<file path="config.mk">
export PLATFORM = sky130hd
export DESIGN_NAME = button_debounce_long_press_repeat
export DESIGN_NICKNAME = d
export VERILOG_FILES = /design/src/hw/rtl/bdlpr_pkg.sv /design/src/hw/rtl/bdlpr_lane.sv /design/src/hw/rtl/bdlpr_merge.sv /design/src/hw/rtl/button_debounce_long_press_repeat.sv
export SDC_FILE = /design/constraint.sdc
export NUM_CORES = 1
export LEC_CHECK = 0
export ABC_CLOCK_PERIOD_IN_PS = 5850
export BUFFER_PORTS_ARGS = -buffer_cell sky130_fd_sc_hd__buf_2
export CAP_MARGIN = 20
export CORE_MARGIN = 2
export CORE_UTILIZATION = 65
export DETAILED_ROUTE_END_ITERATION = 8
export PLACE_DENSITY = 0.82
export SYNTH_ARGS = -nofsm -noshare
export SYNTH_HDL_FRONTEND = slang
export SYNTH_SLANG_ARGS = --single-unit
</file>
<file path="constraint.sdc">
create_clock -name clk_i -period 5.85 [get_ports clk_i]
set_input_delay 0.2925 -clock clk_i [delete_from_list [all_inputs] [get_ports clk_i]]
set_output_delay 0.2925 -clock clk_i [all_outputs]
set_load 0.05 [all_outputs]
</file>
<file path="src/hw/rtl/bdlpr_pkg.sv">
`default_nettype none

package bdlpr_pkg;

  localparam int unsigned ButtonCount = 3;
  localparam int unsigned RepeatLanes = 2;
  localparam int unsigned TimeW       = 32;
  localparam int unsigned CfgW        = 16;
  localparam int unsigned CfgIdxW     = 2;
  localparam int unsigned EvtW        = 3;

  localparam logic [CfgIdxW-1:0] CfgDebounce  = 2'd0;
  localparam logic [CfgIdxW-1:0] CfgLongPress = 2'd1;
  localparam logic [CfgIdxW-1:0] CfgRepeat    = 2'd2;

  localparam logic [CfgW-1:0] DebounceRst  = 16'd20;
  localparam logic [CfgW-1:0] LongPressRst = 16'd600;
  localparam logic [CfgW-1:0] RepeatRst    = 16'd200;

  localparam logic [EvtW-1:0] EvtNone      = 3'd0;
  localparam logic [EvtW-1:0] EvtShortBase = 3'd1;
  localparam logic [EvtW-1:0] EvtLongBase  = 3'd4;

  typedef struct packed {
    logic [CfgW-1:0] debounce;
    logic [CfgW-1:0] long_press;
    logic [CfgW-1:0] repeat_gap;
  } bdlpr_cfg_t;

  typedef struct packed {
    logic fire;
    logic is_long;
  } bdlpr_post_t;

endpackage

`default_nettype wire

</file>
<file path="src/hw/rtl/bdlpr_lane.sv">
`default_nettype none

module bdlpr_lane (
  input  logic                      clk_i,
  input  logic                      rst_ni,
  input  logic                      accept_i,
  input  bdlpr_pkg::bdlpr_cfg_t     cfg_i,
  input  logic [bdlpr_pkg::TimeW-1:0] now_i,
  input  logic                      raw_pressed_i,
  input  logic                      edge_i,
  input  logic                      rpt_en_i,
  output bdlpr_pkg::bdlpr_post_t    post_o
);
  import bdlpr_pkg::*;

  logic             pressed_q, pressed_d;
  logic             long_q, long_d;
  logic [TimeW-1:0] edge_q, edge_d;
  logic [TimeW-1:0] start_q, start_d;
  logic [TimeW-1:0] rpt_q, rpt_d;
  logic [TimeW-1:0] since_edge, held, since_rpt;
  bdlpr_post_t      post;

  always_comb begin
    edge_d     = edge_i ? now_i : edge_q;
    since_edge = now_i - edge_d;
    held       = now_i - start_q;
    since_rpt  = now_i - rpt_q;
    pressed_d  = pressed_q;
    long_d     = long_q;
    start_d    = start_q;
    rpt_d      = rpt_q;
    post       = '0;
    if (raw_pressed_i != pressed_q) begin
      if (since_edge >= {{(TimeW-CfgW){1'b0}}, cfg_i.debounce}) begin
        pressed_d = raw_pressed_i;
        if (raw_pressed_i) begin
          start_d = now_i;
          rpt_d   = now_i;
          long_d  = 1'b0;
        end else if (!long_q) begin
          post.fire = 1'b1;
        end
      end
    end else if (pressed_q) begin
      if (!long_q && held >= {{(TimeW-CfgW){1'b0}}, cfg_i.long_press}) begin
        post.fire    = 1'b1;
        post.is_long = 1'b1;
        long_d       = 1'b1;
        rpt_d        = now_i;
      end else if (long_q && since_rpt >= {{(TimeW-CfgW){1'b0}}, cfg_i.repeat_gap}) begin
        post.fire    = rpt_en_i;
        post.is_long = 1'b1;
        rpt_d        = now_i;
      end
    end
  end

  assign post_o = post;

  always_ff @(posedge clk_i or negedge rst_ni) begin
    if (!rst_ni) begin
      pressed_q <= 1'b0;
      long_q    <= 1'b0;
      edge_q    <= '0;
      start_q   <= '0;
      rpt_q     <= '0;
    end else if (accept_i) begin
      pressed_q <= pressed_d;
      long_q    <= long_d;
      edge_q    <= edge_d;
      start_q   <= start_d;
      rpt_q     <= rpt_d;
    end
  end

endmodule

`default_nettype wire

</file>
<file path="src/hw/rtl/bdlpr_merge.sv">
`default_nettype none

module bdlpr_merge (
  input  logic                   clk_i,
  input  logic                   rst_ni,
  input  logic                   in_valid_i,
  output logic                   in_stall_o,
  input  logic                   take_event_i,
  input  bdlpr_pkg::bdlpr_post_t posts_i [bdlpr_pkg::ButtonCount],
  output logic                   accept_o,
  output logic                   out_valid_o,
  input  logic                   out_stall_i,
  output logic [bdlpr_pkg::EvtW-1:0] pending_event_o
);
  import bdlpr_pkg::*;

  logic [EvtW-1:0] latch_q, latch_d;
  logic [EvtW-1:0] polled;
  logic            out_valid_q, skid_valid_q;
  logic [EvtW-1:0] out_data_q, skid_data_q;
  logic            accept, pop;

  assign in_stall_o = skid_valid_q;
  assign accept     = in_valid_i && !skid_valid_q;
  assign pop        = out_valid_q && !out_stall_i;
  assign accept_o   = accept;

  always_comb begin
    polled = latch_q;
    for (int b = 0; b < ButtonCount; b++) begin
      if (posts_i[b].fire) begin
        polled = (posts_i[b].is_long ? EvtLongBase : EvtShortBase) + EvtW'(b);
      end
    end
    latch_d = take_event_i ? EvtNone : polled;
  end

  always_ff @(posedge clk_i or negedge rst_ni) begin
    if (!rst_ni) begin
      latch_q      <= EvtNone;
      out_valid_q  <= 1'b0;
      skid_valid_q <= 1'b0;
    end else begin
      if (accept) begin
        latch_q <= latch_d;
      end
      if (pop) begin
        if (skid_valid_q) begin
          skid_valid_q <= 1'b0;
        end else if (!accept) begin
          out_valid_q <= 1'b0;
        end
      end else if (accept) begin
        if (out_valid_q) begin
          skid_valid_q <= 1'b1;
        end else begin
          out_valid_q <= 1'b1;
        end
      end
    end
  end

  always_ff @(posedge clk_i) begin
    if (pop) begin
      if (skid_valid_q) begin
        out_data_q <= skid_data_q;
      end else if (accept) begin
        out_data_q <= polled;
      end
    end else if (accept) begin
      if (out_valid_q) begin
        skid_data_q <= polled;
      end else begin
        out_data_q <= polled;
      end
    end
  end

  assign out_valid_o     = out_valid_q;
  assign pending_event_o = out_data_q;

`ifndef SYNTH
  a_skid_implies_out: assert property (@(posedge clk_i) disable iff (!rst_ni)
    skid_valid_q |-> out_valid_q) else $error("skid holds data while output is empty");
  a_event_code: assert property (@(posedge clk_i) disable iff (!rst_ni)
    out_valid_o |-> pending_event_o != 3'd7) else $error("invalid event code");
  a_take_clears: assert property (@(posedge clk_i) disable iff (!rst_ni)
    accept && take_event_i |=> latch_q == EvtNone) else $error("take did not clear event");
  a_latch_hold: assert property (@(posedge clk_i) disable iff (!rst_ni)
    !accept |=> $stable(latch_q)) else $error("event latch moved without a transaction");
`endif

endmodule

`default_nettype wire

</file>
<file path="src/hw/rtl/button_debounce_long_press_repeat.sv">
// Debounce and long press for three active-low buttons (up, down, set), auto repeat for up and down.
// Input channel: in_valid_i / in_stall_o carry one poll tick per transaction:
//   now_ms_i (ms timestamp), pin_levels_i (0 = pressed), edge_mask_i, take_event_i.
// Output channel: out_valid_o / out_stall_i carry pending_event_o, the pending event
//   after this tick's polling (0 none, 1..3 short, 4..6 long for up, down, set).
//   With take_event_i set, the pending event is cleared after it is reported.
// Config channel: cfg_valid_i / cfg_ready_o, cfg_index_i selects debounce (0),
//   long press (1) or repeat (2) time, cfg_data_i is the value in ms; index 3 is ignored.
//   cfg_ready_o is always high; write only while the block is idle.
// Throughput: one tick per cycle while in_stall_o is low; the three buttons are handled
//   by parallel lanes, resolved combinationally by the merge stage, set over down over up.
// Results are registered in the output entry, or in the skid entry while that one is full.
// A two-entry output buffer lets a tick be accepted while a result waits; in_stall_o
//   rises only when both entries are full and the receiver stalls.
// Reset: all buttons released, timestamps zero, no pending event, registers at
//   20 / 600 / 200 ms, output buffer empty.
`default_nettype none

module button_debounce_long_press_repeat (
  input  logic                               clk_i,
  input  logic                               rst_ni,
  input  logic                               in_valid_i,
  output logic                               in_stall_o,
  input  logic [bdlpr_pkg::TimeW-1:0]        now_ms_i,
  input  logic [bdlpr_pkg::ButtonCount-1:0]  pin_levels_i,
  input  logic [bdlpr_pkg::ButtonCount-1:0]  edge_mask_i,
  input  logic                               take_event_i,
  output logic                               out_valid_o,
  input  logic                               out_stall_i,
  output logic [bdlpr_pkg::EvtW-1:0]         pending_event_o,
  input  logic                               cfg_valid_i,
  output logic                               cfg_ready_o,
  input  logic [bdlpr_pkg::CfgIdxW-1:0]      cfg_index_i,
  input  logic [bdlpr_pkg::CfgW-1:0]         cfg_data_i
);
  import bdlpr_pkg::*;

  bdlpr_cfg_t  cfg_q;
  bdlpr_post_t posts [ButtonCount];
  logic        accept;

  assign cfg_ready_o = 1'b1;

  always_ff @(posedge clk_i or negedge rst_ni) begin
    if (!rst_ni) begin
      cfg_q.debounce   <= DebounceRst;
      cfg_q.long_press <= LongPressRst;
      cfg_q.repeat_gap <= RepeatRst;
    end else if (cfg_valid_i && cfg_ready_o) begin
      unique case (cfg_index_i)
        CfgDebounce:  cfg_q.debounce   <= cfg_data_i;
        CfgLongPress: cfg_q.long_press <= cfg_data_i;
        CfgRepeat:    cfg_q.repeat_gap <= cfg_data_i;
        default: ;
      endcase
    end
  end

  for (genvar b = 0; b < ButtonCount; b++) begin : g_lane
    bdlpr_lane u_lane (
      .clk_i         (clk_i),
      .rst_ni        (rst_ni),
      .accept_i      (accept),
      .cfg_i         (cfg_q),
      .now_i         (now_ms_i),
      .raw_pressed_i (!pin_levels_i[b]),
      .edge_i        (edge_mask_i[b]),
      .rpt_en_i      (b < RepeatLanes),
      .post_o        (posts[b])
    );
  end

  bdlpr_merge u_merge (
    .clk_i           (clk_i),
    .rst_ni          (rst_ni),
    .in_valid_i      (in_valid_i),
    .in_stall_o      (in_stall_o),
    .take_event_i    (take_event_i),
    .posts_i         (posts),
    .accept_o        (accept),
    .out_valid_o     (out_valid_o),
    .out_stall_i     (out_stall_i),
    .pending_event_o (pending_event_o)
  );

endmodule

`default_nettype wire

</file>
==> impl_metrics.tcl <==
set metrics [dict create \
    status "finished clean" \
    yosys_warnings 0 \
    crit_path_end_kind "flop" \
    antenna_found_initial 3 \
    fin_area_um2 35600 \
    synth_edf_count 6 \
    worst_r2r_endpoint "g_lane[1].u_lane.rpt_q[27]" \
    cts_inserted_buffers 41 \
    synth_largest_area_cell "dfrtp_1" \
    crit_cells 23 \
    gp_congestion 0.988 \
    syn_inst 3753 \
    crit_chain "ha_1 > fa_1 > nand2b_1 > a21o_1 > a21boi_2 > nor2_2 > o21ai_1 > xor2_1 > ha_1 > and4_1 > a32oi_1 > o211ai_1 > or4_1 > or4_1 > a2111oi_2 > nand4_1 > o31ai_1 > buf_4 > a21oi_1 > o21ai_4 > buf_12 > buf_6 > mux2_2" \
    holdPathStages 3 \
    die_x_um 227 \
    endpoint "g_lane[1].u_lane.rpt_q[27]" \
    fin_skew_ns 0.0437 \
    die_h_um 227 \
    crit_slowest_cell "or4_1" \
    clkLatencyLatePin_ns 0.61 \
    hpwl_um 76700 \
    timing.final.crit_share 0.971 \
    wl_met2_um 45400 \
    tightest_slew_ns 0.969 \
    initial_utilization 0.659 \
    fillers 3854 \
    syn_avg_cell_area_um2 8.62 \
    r2r.worst_path.cells 23 \
    portBuffers 66 \
    syn_nets 4207 \
    crit_buf_inv 3 \
    avgRoutedWirePerCell_um 22.4 \
    start_kind "flop" \
    worstPathRequired_ns 6.32 \
    worstSetupPathType "flop to flop" \
    dr_total_vias 29883 \
    crit_family "compound AO/OA/AOI/OAI gates" \
    drc_errors 0 \
    overflow 0 \
    core_um2 49100 \
    crit_path_start "g_lane[1].u_lane.rpt_q[0]" \
    synthArstFlopShare 0.981 \
    final_core_util 0.726 \
    num_rows 81 \
    critPathMaxStageDelay_ns 0.56 \
    viasPerCell 6.59 \
    htreeDepth 2 \
    grt_max_degree 117 \
    finalSetupViolations 0 \
    ys_types 109 \
    placed_area_um2 33900 \
    drv_cap 0 \
    slew_viol_final 0 \
    setup_tns_ns 0 \
    min-delay-start "cfg_data_i[15]" \
    peakVddDrop_v 0.000360 \
    clkTransAtPathRegs_ns 0.07 \
    r2r_setup_slack_ns 0.17 \
    root_buffer "clkbuf_16" \
    groute.usage.overall 0.390 \
    slew_headroom 0.352 \
    nets 4292 \
    max_freq_mhz 176 \
    p_leak_nw 16.2 \
    r2r-start "g_lane[1].u_lane.rpt_q[0]" \
    dr_wl_met3_um 8430 \
    syn2layout_area_growth_pct 10.1 \
    top_layer_used "met4" \
    holdCritPathClass "input pin to flop" \
    seq_area_frac_synth 0.250 \
    wirelength_um 101000 \
    first_global_vias 28301 \
    cts_buffer_depth 3 \
    initialDrtViolationCount 2697 \
    pwr_density_cell_nw_per_um2 558 \
    wl_met1_um 41500 \
    drive_gt1_frac 0.145 \
    path_max_fanout 7 \
    synth_ff_type "dfrtp_1" \
    crit_arrival_ns 6.15 \
    grt_pass1_wl_um 157000 \
    regArea_um2 8070 \
    netlist_top_cells_area "dfrtp_1, ha_1, mux2_2, a21oi_1, o21ai_0" \
    synth_top_area_frac 0.237 \
    multiInputGateArea_um2 22600 \
    io_pins 68 \
    syn_area_um2 32300 \
    antenna_left 0 \
    die_area_um2 51600 \
    ys_ff_latch 321 \
    cts_sinks 321 \
    cts_tree "yes" \
    hold_viol 0 \
    dr.pass1.iters 7 \
    fin_crit_ns 5.68 \
]
[how the worst min path moves through the flow]
stage / end / slack (ns)
finish: cfg_q[47] / 0.02
global route: cfg_q[11] / 0.02
CTS: cfg_q[47] / 0.01
detailed placement: g_lane[0].u_lane.rpt_q[12] / 0.37
global placement: g_lane[0].u_lane.rpt_q[12] / 0.38
floorplan: cfg_q[0] / -0.003
[timing repair]
item / 4_1_cts / 5_1_grt
resized for setup: 0 / 24
hold buffers: 12 / 0
setup buffers: 0 / 3
setup endpoints to repair: 0 / 71
endpoints found under the hold margin: 108 / 0
[layout make-up]
cell class,count,area share
Multi-Input combinational cell,2995,0.635
Clock inverter,27,0.00903
Inverter,272,0.0287
Antenna cell,2,0.000141
Tap cell,664,0.0233
Sequential cell,321,0.227
Timing Repair Buffer,207,0.0465
Clock buffer,48,0.0310
[report_power, final]
part	total (mW)	internal, mW	switching (mW)
Clock	2.72	1.56	1.16
Combinational	13.4	5.66	7.70
Sequential	3.80	3.26	0.542
Total	19.9	10.5	9.40
[sequential cells by signal (all words and copies together) (netlist names)]
signal and count:
g_lane.u_lane.edge_q 96, g_lane.u_lane.start_q 96, g_lane.u_lane.rpt_q 64, cfg_q 48, g_lane.u_lane.long_q 3, g_lane.u_lane.pressed_q 3, u_merge.latch_q 3, u_merge.pending_event_o 3
u_merge.skid_data_q 3, u_merge.in_stall_o 1, u_merge.out_valid_o 1
[cells in the mapped netlist, types with 17 or more instances]
| library cell | count |
|---|---|
| nor2b_1 | 39 |
| a211oi_1 | 51 |
| mux2_2 | 180 |
| o21bai_1 | 17 |
| nand2b_1 | 48 |
| clkbuf_1 | 130 |
| dfrtp_1 | 306 |
| and3_1 | 42 |
| nand2_1 | 289 |
| and2_1 | 22 |
| o21a_1 | 48 |
| mux2i_1 | 115 |
| or3_1 | 29 |
| ha_1 | 384 |
| nor3_1 | 66 |
| o21ai_0 | 240 |
| a31oi_1 | 38 |
| a21o_1 | 83 |
| mux2_4 | 29 |
| o211ai_1 | 53 |
| nor4_1 | 19 |
| nand3_1 | 64 |
| xor2_1 | 63 |
| mux2_1 | 46 |
| o22ai_1 | 18 |
| a21oi_1 | 314 |
| nand4_1 | 72 |
| xnor2_1 | 95 |
| nor2_1 | 202 |
| o31ai_1 | 19 |
| inv_1 | 271 |
[tightest hold or removal path, stage by stage]
cell	delay (ns)
buf_2	0.15
nand2_1	0.06
o21ai_0	0.07
[metrics by stage]
step                      instances  setup slack (ns)  hold WS [ns]  total power [mW]
after floorplan                3753            0.0382      -0.00309              13.5
after global placement         4441          -0.00568         0.382              16.4
after detailed placement       4441            -0.147         0.374              16.7
after CTS                      4528            0.0208        0.0131              19.5
after global routing           4534           -0.0190        0.0173              21.5
final                          4536             0.168        0.0236              19.9
[cell families after synthesis]
kind of cell | Yosys count | synth area share
buf+inv | 437 | 0.0544
xor+xnor | 159 | 0.0433
fa+ha+maj | 392 | 0.154
other cells | 1 | 0.000116
compound gates | 1090 | 0.219
simple gates | 983 | 0.152
flops | 321 | 0.250
mux | 370 | 0.128
[routing by layer]
| layer | GRT usage | up-vias |
|---|---|---|
| met4 | 0.214 | 0 |
| met5 | 0 | - |
| met3 | 0.0763 | 340 |
| met1 | 0.501 | 14264 |
| met2 | 0.621 | 1233 |
| li1 | - | 14046 |
[placed cells by master, fill, tap and decap left out, types with 16 or more instances in the layout]
| master | instances |
|---|---|
| ha_1 | 382 |
| a21oi_1 | 310 |
| dfrtp_1 | 306 |
| nand2_1 | 289 |
| inv_1 | 271 |
| o21ai_0 | 236 |
| nor2_1 | 201 |
| mux2_2 | 180 |
| mux2i_1 | 115 |
| buf_4 | 111 |
| xnor2_1 | 95 |
| a21o_1 | 83 |
| nand4_1 | 72 |
| nor3_1 | 66 |
| buf_2 | 65 |
| nand3_1 | 63 |
| xor2_1 | 63 |
| o211ai_1 | 53 |
| a211oi_1 | 51 |
| nand2b_1 | 48 |
| o21a_1 | 48 |
| mux2_1 | 46 |
| clkbuf_16 | 44 |
| and3_1 | 42 |
| nor2b_1 | 39 |
| a31oi_1 | 38 |
| or3_1 | 29 |
| mux2_4 | 29 |
| and2_1 | 22 |
| o22ai_1 | 18 |
| o31ai_1 | 18 |
| nor4_1 | 18 |
| o21bai_1 | 17 |
| a211o_1 | 16 |
| or2_2 | 16 |
No activity file was read; power rests on OpenSTA's default activity.
